<file path="src/design/sld_pkg.sv">
package sld_pkg;

  localparam int MAX_BYTES_DEF = 15;

  localparam logic [7:0] SYNC_VALUE_RST    = 8'hAC;
  localparam logic [7:0] TIMEOUT_TICKS_RST = 8'd21;
  localparam logic [7:0] TYPE_SIGN_ON      = 8'd2;
  localparam logic [7:0] TYPE_TOOL_DATA    = 8'd3;

  localparam int CFG_IDX_W = 1;
  localparam logic [CFG_IDX_W-1:0] REG_SYNC_VALUE    = 1'b0;
  localparam logic [CFG_IDX_W-1:0] REG_TIMEOUT_TICKS = 1'b1;

  localparam logic OP_BYTE = 1'b0;
  localparam logic OP_TICK = 1'b1;

  typedef enum logic [2:0] {
    KIND_NONE    = 3'd0,
    KIND_GOOD    = 3'd1,
    KIND_REJECT  = 3'd2,
    KIND_OVFL    = 3'd3,
    KIND_TIMEOUT = 3'd4
  } kind_t;

  typedef enum logic [1:0] {
    S_IDLE    = 2'd0,
    S_EMIT_RD = 2'd1,
    S_EMIT_LD = 2'd2
  } state_t;

  typedef struct packed {
    logic accept;     // input item taken this cycle
    logic rd_en;      // read frame store at emit index
    logic load_byte;  // move read byte into output register
  } ctrl_cmd_t;

  typedef struct packed {
    logic out_free;   // output register can take a result this cycle
    logic good_frame; // current item completes a frame with a good checksum
    logic emit_last;  // emit index points at the final frame byte
  } dp_status_t;

endpackage

</file>
<file path="src/design/sld_ctrl.sv">
module sld_ctrl (
  input  logic                clk,
  input  logic                rst_n,
  input  logic                in_tvalid,
  output logic                in_tready,
  input  sld_pkg::dp_status_t st,
  output sld_pkg::ctrl_cmd_t  cmd
);
  import sld_pkg::*;

  state_t state_r, state_nxt;

  always_ff @(posedge clk) begin
    if (!rst_n) begin
      state_r <= S_IDLE;
    end else begin
      state_r <= state_nxt;
    end
  end

  always_comb begin
    state_nxt = state_r;
    cmd       = '0;
    in_tready = 1'b0;
    unique case (state_r)
      S_IDLE: begin
        in_tready = st.out_free;
        if (in_tvalid && st.out_free) begin
          cmd.accept = 1'b1;
          if (st.good_frame) begin
            state_nxt = S_EMIT_RD;
          end
        end
      end
      S_EMIT_RD: begin
        cmd.rd_en = 1'b1;
        state_nxt = S_EMIT_LD;
      end
      S_EMIT_LD: begin
        if (st.out_free) begin
          cmd.load_byte = 1'b1;
          state_nxt     = st.emit_last ? S_IDLE : S_EMIT_RD;
        end
      end
      default: begin
        state_nxt = S_IDLE;
      end
    endcase
  end

endmodule

</file>
<file path="src/design/sld_dp.sv">
module sld_dp #(
  parameter int MAX_BYTES = sld_pkg::MAX_BYTES_DEF
) (
  input  logic                         clk,
  input  logic                         rst_n,
  input  sld_pkg::ctrl_cmd_t           cmd,
  output sld_pkg::dp_status_t          st,
  input  logic                         op,
  input  logic [7:0]                   rx,
  input  logic                         sel,
  input  logic                         cfg_we,
  input  logic [sld_pkg::CFG_IDX_W-1:0] cfg_idx,
  input  logic [7:0]                   cfg_wdata,
  output logic                         o_valid,
  input  logic                         o_ready,
  output sld_pkg::kind_t               o_kind,
  output logic [3:0]                   o_index,
  output logic [7:0]                   o_value,
  output logic [1:0]                   o_type,
  output logic                         o_last,
  output logic                         o_bad
);
  import sld_pkg::*;

  localparam int CNT_W  = $clog2(MAX_BYTES + 1);
  localparam int ADDR_W = $clog2(MAX_BYTES);
  localparam logic [CNT_W-1:0] CNT_MAX   = CNT_W'(MAX_BYTES);
  localparam logic [CNT_W-1:0] CNT_TYPE  = CNT_W'(2);
  localparam logic [CNT_W-1:0] CNT_LEN   = CNT_W'(3);

  logic [7:0]        frame_mem [MAX_BYTES];
  logic [7:0]        rd_data_r;

  logic [CNT_W-1:0]  cnt_r, cnt_nxt;
  logic [7:0]        sum_r, sum_nxt;
  logic [7:0]        idle_r, idle_nxt;
  logic              bad_r, bad_nxt;
  logic              type_ok_r;
  logic [1:0]        type_r;
  logic [7:0]        len_r;
  logic [7:0]        sync_r;
  logic [7:0]        tout_r;
  logic [ADDR_W-1:0] emit_idx_r;
  logic [CNT_W-1:0]  emit_len_r;

  logic              out_valid_r;
  kind_t             kind_r;
  logic [3:0]        index_r;
  logic [7:0]        value_r;
  logic [1:0]        type_out_r;
  logic              last_r;
  logic              bad_out_r;

  logic [CNT_W-1:0]  cnt_inc;
  logic [7:0]        idle_inc;
  logic [7:0]        len_now;
  logic              take_byte, ovfl, complete, chk_ok, good, tick, tmo;
  kind_t             kind_now;
  logic [1:0]        type_now;

  assign cnt_inc   = cnt_r + CNT_W'(1);
  assign idle_inc  = idle_r + 8'd1;
  assign take_byte = sel && (op == OP_BYTE) && ((cnt_r != '0) || (rx == sync_r));
  assign ovfl      = take_byte && (cnt_inc == CNT_MAX);
  // length byte is the one arriving now when the third byte lands
  assign len_now   = (cnt_inc == CNT_LEN) ? rx : len_r;
  assign chk_ok    = (rx == sum_r);
  assign complete  = take_byte && !ovfl && (cnt_inc >= CNT_LEN) &&
                     (8'(cnt_inc) == len_now) && type_ok_r;
  assign good      = complete && chk_ok;
  assign tick      = sel && (op == OP_TICK) && (cnt_r == '0);
  assign tmo       = tick && (idle_inc == tout_r);

  always_comb begin
    cnt_nxt  = cnt_r;
    sum_nxt  = sum_r;
    idle_nxt = idle_r;
    bad_nxt  = bad_r;
    kind_now = KIND_NONE;
    type_now = 2'd0;
    if (!sel) begin
      cnt_nxt  = '0;
      sum_nxt  = '0;
      idle_nxt = '0;
      bad_nxt  = 1'b0;
    end else if (take_byte) begin
      if (ovfl) begin
        cnt_nxt  = '0;
        sum_nxt  = '0;
        kind_now = KIND_OVFL;
      end else if (complete) begin
        cnt_nxt  = '0;
        sum_nxt  = '0;
        idle_nxt = '0;
        bad_nxt  = !chk_ok;
        kind_now = chk_ok ? KIND_GOOD : KIND_REJECT;
        type_now = type_r;
      end else begin
        cnt_nxt = cnt_inc;
        sum_nxt = sum_r + rx;
      end
    end else if (tick) begin
      idle_nxt = tmo ? 8'd0 : idle_inc;
      if (tmo) begin
        bad_nxt  = 1'b1;
        kind_now = KIND_TIMEOUT;
      end
    end
  end

  always_ff @(posedge clk) begin
    if (!rst_n) begin
      cnt_r  <= '0;
      sum_r  <= '0;
      idle_r <= '0;
      bad_r  <= 1'b0;
      sync_r <= SYNC_VALUE_RST;
      tout_r <= TIMEOUT_TICKS_RST;
    end else begin
      if (cmd.accept) begin
        cnt_r  <= cnt_nxt;
        sum_r  <= sum_nxt;
        idle_r <= idle_nxt;
        bad_r  <= bad_nxt;
      end
      if (cfg_we) begin
        unique case (cfg_idx)
          REG_SYNC_VALUE:    sync_r <= cfg_wdata;
          REG_TIMEOUT_TICKS: tout_r <= cfg_wdata;
          default: ;
        endcase
      end
    end
  end

  // frame store and header bytes; every taken byte is stored, header included
  always_ff @(posedge clk) begin
    if (cmd.accept && take_byte) begin
      frame_mem[cnt_r[ADDR_W-1:0]] <= rx;
      if (cnt_inc == CNT_TYPE) begin
        type_ok_r <= (rx == TYPE_SIGN_ON) || (rx == TYPE_TOOL_DATA);
        type_r    <= rx[1:0];
      end
      if (cnt_inc == CNT_LEN) begin
        len_r <= rx;
      end
    end
    if (cmd.rd_en) begin
      rd_data_r <= frame_mem[emit_idx_r];
    end
    if (cmd.accept) begin
      emit_idx_r <= '0;
      emit_len_r <= cnt_inc;
    end else if (cmd.load_byte) begin
      emit_idx_r <= emit_idx_r + ADDR_W'(1);
    end
  end

  assign st.out_free   = !out_valid_r || o_ready;
  assign st.good_frame = good;
  assign st.emit_last  = ((CNT_W'(emit_idx_r) + CNT_W'(1)) == emit_len_r);

  always_ff @(posedge clk) begin
    if (!rst_n) begin
      out_valid_r <= 1'b0;
    end else if ((cmd.accept && !good) || cmd.load_byte) begin
      out_valid_r <= 1'b1;
    end else if (o_ready) begin
      out_valid_r <= 1'b0;
    end
  end

  always_ff @(posedge clk) begin
    if (cmd.accept && !good) begin
      kind_r     <= kind_now;
      index_r    <= 4'd0;
      value_r    <= 8'd0;
      type_out_r <= type_now;
      last_r     <= 1'b1;
      bad_out_r  <= bad_nxt;
    end else if (cmd.load_byte) begin
      kind_r     <= KIND_GOOD;
      index_r    <= 4'(emit_idx_r);
      value_r    <= rd_data_r;
      type_out_r <= type_r;
      last_r     <= st.emit_last;
      bad_out_r  <= bad_r;
    end
  end

  assign o_valid = out_valid_r;
  assign o_kind  = kind_r;
  assign o_index = index_r;
  assign o_value = value_r;
  assign o_type  = type_out_r;
  assign o_last  = last_r;
  assign o_bad   = bad_out_r;

endmodule

</file>
<file path="src/design/sync_length_checksum_deframer_top.sv">
// channel  dir  handshake              payload
// in_      in   in_tvalid/in_tready    tdata: rx_byte, high_side_selected; tuser: opcode
// out_     out  out_tvalid/out_tready  tdata: byte_index..status_bad; tuser: kind; tlast
// cfg_     in   cfg_valid/cfg_ready    cfg_index, cfg_data (always ready)
//
// An item that yields one result is taken when the output register is free; the next can follow at once
// only if the held result leaves the output register in that same cycle.
// A good frame holds off input after its item until all its bytes are emitted: each byte
// is one registered frame-store read (S_EMIT_RD) followed by one output load (S_EMIT_LD).
// Output stalls stretch emission; input is taken only when the output slot is free.
// rst_n is synchronous; the frame store is not cleared and needs no sweep.
module sync_length_checksum_deframer_top #(
  parameter int MAX_BYTES = sld_pkg::MAX_BYTES_DEF
) (
  input  logic                          clk,
  input  logic                          rst_n,
  input  logic                          in_tvalid,
  output logic                          in_tready,
  input  logic [15:0]                   in_tdata,   // rx_byte[7:0], high_side_selected[8]
  input  logic                          in_tuser,   // opcode[0]
  output logic                          out_tvalid,
  input  logic                          out_tready,
  // byte_index[3:0], byte_value[11:4], frame_type[13:12], status_bad[14]
  output logic [15:0]                   out_tdata,
  output logic [2:0]                    out_tuser,  // kind[2:0]
  output logic                          out_tlast,
  input  logic                          cfg_valid,
  output logic                          cfg_ready,
  input  logic [sld_pkg::CFG_IDX_W-1:0] cfg_index,
  input  logic [7:0]                    cfg_data
);
  import sld_pkg::*;

  ctrl_cmd_t  cmd;
  dp_status_t st;
  kind_t      o_kind;
  logic [3:0] o_index;
  logic [7:0] o_value;
  logic [1:0] o_type;
  logic       o_bad;

  assign cfg_ready = 1'b1;

  sld_ctrl u_ctrl (
    .clk       (clk),
    .rst_n     (rst_n),
    .in_tvalid (in_tvalid),
    .in_tready (in_tready),
    .st        (st),
    .cmd       (cmd)
  );

  sld_dp #(
    .MAX_BYTES (MAX_BYTES)
  ) u_dp (
    .clk       (clk),
    .rst_n     (rst_n),
    .cmd       (cmd),
    .st        (st),
    .op        (in_tuser),
    .rx        (in_tdata[7:0]),
    .sel       (in_tdata[8]),
    .cfg_we    (cfg_valid && cfg_ready),
    .cfg_idx   (cfg_index),
    .cfg_wdata (cfg_data),
    .o_valid   (out_tvalid),
    .o_ready   (out_tready),
    .o_kind    (o_kind),
    .o_index   (o_index),
    .o_value   (o_value),
    .o_type    (o_type),
    .o_last    (out_tlast),
    .o_bad     (o_bad)
  );

  assign out_tuser = o_kind;
  assign out_tdata = {1'b0, o_bad, o_type, o_value, o_index};

`ifndef ASSERT_OFF
  // a good frame blocks input on the following cycle while bytes stream out
  a_emit_blocks_input: assert property (@(posedge clk) disable iff (!rst_n)
    (in_tvalid && in_tready && st.good_frame) |=> !in_tready)
    else $error("input accepted during frame emission");

  // every result other than a frame byte is the only result of its item
  a_single_is_last: assert property (@(posedge clk) disable iff (!rst_n)
    (out_tvalid && (out_tuser != KIND_GOOD)) |-> out_tlast)
    else $error("non-byte result without last");

  // frame bytes always report a clear bad-data status
  a_good_clears_bad: assert property (@(posedge clk) disable iff (!rst_n)
    (out_tvalid && (out_tuser == KIND_GOOD)) |-> !out_tdata[14])
    else $error("good frame byte with bad status");

  // index and value fields are zero except on frame bytes
  a_zero_fields: assert property (@(posedge clk) disable iff (!rst_n)
    (out_tvalid && (out_tuser != KIND_GOOD)) |-> (out_tdata[11:0] == 12'd0))
    else $error("nonzero index or value on non-byte result");
`endif

endmodule
</file>
<file path="config.mk">
export PLATFORM = sky130hd
export DESIGN_NAME = sync_length_checksum_deframer_top
export DESIGN_NICKNAME = d
export VERILOG_FILES = /design/src/design/sld_pkg.sv /design/src/design/sld_ctrl.sv /design/src/design/sld_dp.sv /design/src/design/sync_length_checksum_deframer_top.sv
export SDC_FILE = /design/constraint.sdc
export NUM_CORES = 1
export LEC_CHECK = 0
export ABC_AREA = 1
export BUFFER_PORTS_ARGS = -buffer_cell sky130_fd_sc_hd__buf_2
export CAP_MARGIN = 20
export CORE_MARGIN = 1
export CORE_UTILIZATION = 36
export CTS_CLUSTER_DIAMETER = 150
export CTS_CLUSTER_SIZE = 14
export DETAILED_ROUTE_END_ITERATION = 10
export GPL_ROUTABILITY_DRIVEN = 0
export PLACE_DENSITY = 0.5
export SYNTH_ARGS = -nofsm -noshare
export SYNTH_HDL_FRONTEND = slang
export SYNTH_SLANG_ARGS = --single-unit
</file>
<file path="constraint.sdc">
create_clock -name clk -period 7.8 [get_ports clk]
set_input_delay 1.95 -clock clk [delete_from_list [all_inputs] [get_ports clk]]
set_output_delay 1.95 -clock clk [all_outputs]
set_load 0.01 [all_outputs]
</file>
# After elaboration in Yosys (flattened, before gate mapping)

Memories as Yosys holds them, arrays and structs flattened. A register that Yosys moved wholly into a read port is not among the register bits.
Index checks and enable logic that the tools add are counted.

Logic and storage cells: 132
Latch bits: 0
Memories kept: 1
Register bits: 78
RAM bits: 120
ROM bits: 0

Memories:

| name           | words | width | rd ports | clocked after memory_dff | write ports | RTL line     | RTL |
|---|---|---|---|---|---|---|---|
| u_dp.frame_mem | 15    | 8     | 1        | 1                        | 1           | sld_dp.sv:31 | `logic [7:0] frame_mem [MAX_BYTES];` |

Shift operators: 0
Muxes and demuxes: 53
Reduce and logical (&&, ||, !) cells: 33
$lt $le $gt $ge: 1
Bitwise logic cells: 2
Div/mod/pow operators: 0
$add $sub $neg: 4
Eq/ne operators: 19
Multipliers: 0

Operator list:

| operator              | number |
|---|---|
| $mux W8               | 11 |
| $eq A8 B8 Y1          | 3 |
| $mux W3               | 8 |
| $mux W2               | 10 |
| $mux W1               | 19 |
| $eq A8 B2 Y1 const B  | 2 |
| $mux W4               | 4 |
| $logic_and A1 B1 Y1   | 14 |
| $add A4 B1 Y4 const B | 2 |
| $add A8 B1 Y8 const B | 1 |
| $add A8 B8 Y8         | 1 |
| $eq A4 B2 Y1 const B  | 2 |
| $eq A4 B8 Y1          | 1 |
| $ne A2 B1 Y1 const B  | 4 |
| $reduce_and A2 Y1     | 4 |
| $ne A3 B3 Y1 const B  | 2 |
| $pmux W2 S3           | 1 |
| $eq A4 B4 Y1          | 1 |
| $eq A4 B4 Y1 const B  | 1 |
| $ge A4 B2 Y1 const B  | 1 |
| $logic_not A1 Y1      | 4 |
| $logic_not A4 Y1      | 1 |
| $logic_or A1 B1 Y1    | 4 |
| $reduce_and A4 Y1     | 1 |
| other kinds (8)       | 10 |

# Depth between registers and ports, before layout

Depth after elaboration: 14
Depth in mapped cells: 17

# Cells and area by module

From an unflattened synthesis, not the netlist that was laid out.

Cells, all modules: 913
Area, all modules: 9155.0 µm²

Modules (own cells, without submodules):

| module                            | cells each | area each (µm²) | instances |
|---|---|---|---|
| sld_dp                            | 885        | 8996.1          | 1 |
| sld_ctrl                          | 23         | 128.9           | 1 |
| sync_length_checksum_deframer_top | 5          | 30.0            | 1 |

# Least setup slack after synthesis

No wires, ideal clock.

Path kind: input to output
Start: input out_tready
End: output in_tready
Cell stages on the path: 2
Data arrival time: 2.312 ns
Slack: 3.538 ns
Path buffers: 0
Cell sequence: nor2_1 -> nor3_1

Longest elaborated chain between the ends: 2

RTL lines:

| item               | RTL line                                | RTL |
|---|---|---|
| from (decl)        | sync_length_checksum_deframer_top.sv:22 | `input logic out_tready,` |
| $logic_or A1 B1 Y1 | sld_dp.sv:159                           | `assign st.out_free = !out_valid_r \|\| o_ready;` |
| $mux W1            | sld_ctrl.sv:25                          | `unique case (state_r)` |
| to (decl)          | sync_length_checksum_deframer_top.sv:18 | `output logic in_tready,` |

Every way passes these cells.

# Final worst setup path

Same ends and word-level chain as after synthesis.

==> flow_metrics.py <==
metrics = {
    "run_status": {
        "status": "finished, final reports clean",
    },
    "synth": {
        "synth_cells": 922,
        "avgSynthCellArea_sq_um": 10.0,
        "synth-seq-cells": 206,
        "synthFlopType": "edfxtp_1",
        "synth_largest_area_cell": "edfxtp_1",
        "ys_seq_area_share_pct": 60.9,
        "synth-async-reset-ratio_pct": 0,
        "synth_top_area_share_pct": 48.5,
        "ys_warn_count": 0,
        "yosys-top-cells-area": "edfxtp_1, dfxtp_1, nand2_1",
        "synth.cell_area_sq_um": 9230,
        "synth_edf_count": 149,
        "yosysUniqueCellTypes": 45,
        "syn-num-nets": 967,
    },
    "timing": {
        "finClkSkew_ns": 0.0185,
        "max_slew.worst_pin.slew_ns": 1.03,
        "finalHoldViolCount": 0,
        "slew_headroom_pct": 31.4,
        "tns_ns": 0,
        "drv_slew": 0,
        "setup_violations": 0,
        "timing.final.crit_share_pct": 57.6,
        "period_needed_ns": 4.49,
        "max_freq_ghz": 0.223,
        "rsz0062_at_grt": "false",
    },
    "pwr": {
        "pwr-share-comb_pct": 4.8,
        "power_frac_seq_pct": 55.4,
        "p_total_uw": 2150,
        "leakagePower_uw": 0.00390,
        "swShare_pct": 21.6,
        "power_switching_uw": 465,
        "p_int_uw": 1690,
        "powerDensity_nw_per_um2": 210,
        "ir_drop_uv": 88.6,
        "p_clk_share_pct": 39.8,
    },
    "setup_path": {
        "timing.rr.start": "u_dp.cnt_r[0]",
        "crit_type": "primary input to output port",
        "arrival_ns": 2.54,
        "critPathSlowestCell": "nor2_1",
        "crit_required_ns": 5.85,
        "critPathMostFrequentCell": "buf_2",
        "slowest_delay_ns": 0.24,
        "worst_setup_path_start_kind": "primary input",
        "r2r_end": "u_dp.o_kind[0]",
        "r2r_slack_ns": 4.59,
        "r2r_cells": 13,
        "worstPathCellList": "buf_2 > nor2_1 > nor3_1 > buf_2",
        "crit_path_end_kind": "output port",
        "cp_max_fo": 4,
    },
    "grt": {
        "grt.overflow.total": 0,
        "grt_pass1_vias": 6203,
        "antenna_found_initial": 0,
        "grt_usage_pct": 17.4,
        "grt_pass1_wl_um": 35200,
        "grt_max_degree": 62,
    },
    "drt": {
        "first_pass_iters": 7,
        "drtIter0Drc": 590,
        "vias": 6429,
        "routedWlPerCell_um": 17.1,
        "viasPerCell": 4.97,
        "ant_nets": 0,
        "drc": 0,
        "drt-total-wl_um": 22200,
    },
    "hold_path": {
        "hp-start": "u_dp.sum_r[2]",
        "min_to": "u_dp.sum_r[2]",
        "min_path_type": "register to register",
        "whs_path_depth": 2,
    },
    "clocking": {
        "ctsResizeCount": 0,
        "ctsHoldBuffers": 0,
        "h-tree-depth": 1,
        "clock_path_buffers": 3,
        "root_buffer": "clkbuf_16",
        "postCtsSetupBuffers": 0,
        "cts_sinks": 206,
        "clk_latency_ns": 0.49,
        "numCtsBuffers": 18,
        "clk_pin_slew_ns": 0.07,
        "cts_tree": "built",
    },
    "placement": {
        "place_hpwl_um": 14200,
        "numPortBuffers": 44,
    },
    "die": {
        "io_pins": 54,
        "die_x_um": 162,
        "design.core.area_sq_um": 25200,
        "initial_core_util_pct": 36.6,
        "dieArea_sq_um": 26300,
        "row_count": 58,
        "die_y_um": 162,
    },
    "layout": {
        "n_antenna_cell": 0,
        "nFillCells": 2431,
        "nets": 998,
        "drive_above_1_share_pct": 10.7,
        "syn_to_final_growth_pct": 11.3,
    },
    "job": {
        "cap_violations": 0,
    },
}
[per-stage QoR]
stage          utilization [%]  hold WS (ns)  worst slack (ns)  instances  instance area, sq um
6_report                  40.8         0.474              3.31       1294                 10300
4_1_cts                   40.8         0.477              3.30       1294                 10300
5_1_grt                   40.8         0.496              3.22       1294                 10300
3_5_place_dp              38.6         0.467              3.13       1263                  9720
3_3_place_gp              38.6         0.458              3.12       1263                  9720
2_1_floorplan                -         0.444              3.54        922                  9230
[worst max-delay path by stage]
stage | cells after the start | slack [ns] | start | end
after floorplan | 2 | 3.54 | out_tready | in_tready
after global placement | 13 | 3.12 | in_tdata[4] | u_dp.o_kind[1]
after detailed placement | 13 | 3.13 | in_tdata[6] | u_dp.o_kind[2]
after CTS | 4 | 3.30 | out_tready | in_tready
after global routing | 4 | 3.22 | out_tready | in_tready
final | 4 | 3.31 | out_tready | in_tready
[cell families after synthesis]
family / Yosys count / share of synthesized area (%)
AO/OA/AOI/OAI: 168 / 11.1
XOR/XNOR: 25 / 2.73
adder cells (fa/ha/maj): 14 / 1.98
buffers and inverters: 117 / 5.29
flip-flops: 206 / 60.9
other: 2 / 0.0814
AND/OR/NAND/NOR: 390 / 17.9
[cells in the final DEF, fill, tap and decap left out, types with 11 or more instances in the layout]
master / instances
nor2_1: 131
buf_2: 44
nand3_1: 31
xnor2_1: 12
a21oi_1: 40
o221ai_1: 15
edfxtp_1: 149
o211ai_1: 11
dfxtp_1: 56
inv_1: 71
clkbuf_1: 11
xor2_1: 11
clkbuf_16: 20
o21ai_0: 71
ha_1: 13
nand2_1: 179
nand4_1: 17
[synthesized netlist by cell type (8+ instances only)]
master	number
nand3_1	31
dfxtp_1	57
xor2_1	11
a21oi_1	40
clkbuf_1	30
edfxtp_1	149
nand4_1	17
nand2_2	8
xnor2_1	12
ha_1	13
inv_1	71
o211ai_1	11
a22oi_2	8
o22ai_1	9
nand2_1	179
o221ai_1	15
nor2_1	131
o21ai_0	71
nor3_1	10
[worst max-delay path, delay by kind of cell]
family	cells	cell delay (ns)
simple gates	2	0.34
buf+inv	2	0.26
[per-layer routing]
layer	track usage (%)	vias up	wire, um
met2	27.8	124	10000
met3	2.20	24	846
li1	-	3232	-
met1	25.0	3049	10900
met4	4.42	0	433
met5	0	-	0
[power groups by stage]
stage | Sequential (uW) | Combinational [uW] | Clock, uW
global route | 1190 | 118 | 925
detailed placement | 1220 | 104 | 0
CTS | 1190 | 104 | 883
global placement | 1220 | 103 | 0
floorplan | 1220 | 65.0 | 0
finish | 1190 | 103 | 858
[sequential cells by signal (all words and copies together) (netlist names)]
| signal | cells |
|---|---|
| u_dp.o_value | 8 |
| u_dp.tout_r | 8 |
| u_dp.emit_idx_r | 4 |
| u_dp.o_last | 1 |
| u_dp.idle_r | 8 |
| u_dp.o_kind | 3 |
| u_dp.bad_r | 1 |
| u_dp.type_r | 2 |
| u_ctrl.state_r | 2 |
| u_dp.rd_data_r | 8 |
| u_dp.o_valid | 1 |
| u_dp.type_ok_r | 1 |
| u_dp.o_type | 2 |
| u_dp.sync_r | 8 |
| u_dp.frame_mem | 120 |
| u_dp.len_r | 8 |
| u_dp.o_index | 4 |
| u_dp.emit_len_r | 4 |
| u_dp.o_bad | 1 |
| u_dp.cnt_r | 4 |
| u_dp.sum_r | 8 |
[final cells by class]
cell class	count	area [sq um]	share of cell area, %
inverter	74	278	2.71
multi-input combinational	599	3120	30.4
tap	330	413	4.02
clock buffer	31	542	5.28
timing repair buffer	54	295	2.88
sequential	206	5620	54.7
Note: power is estimated with default switching activity, not from simulation.
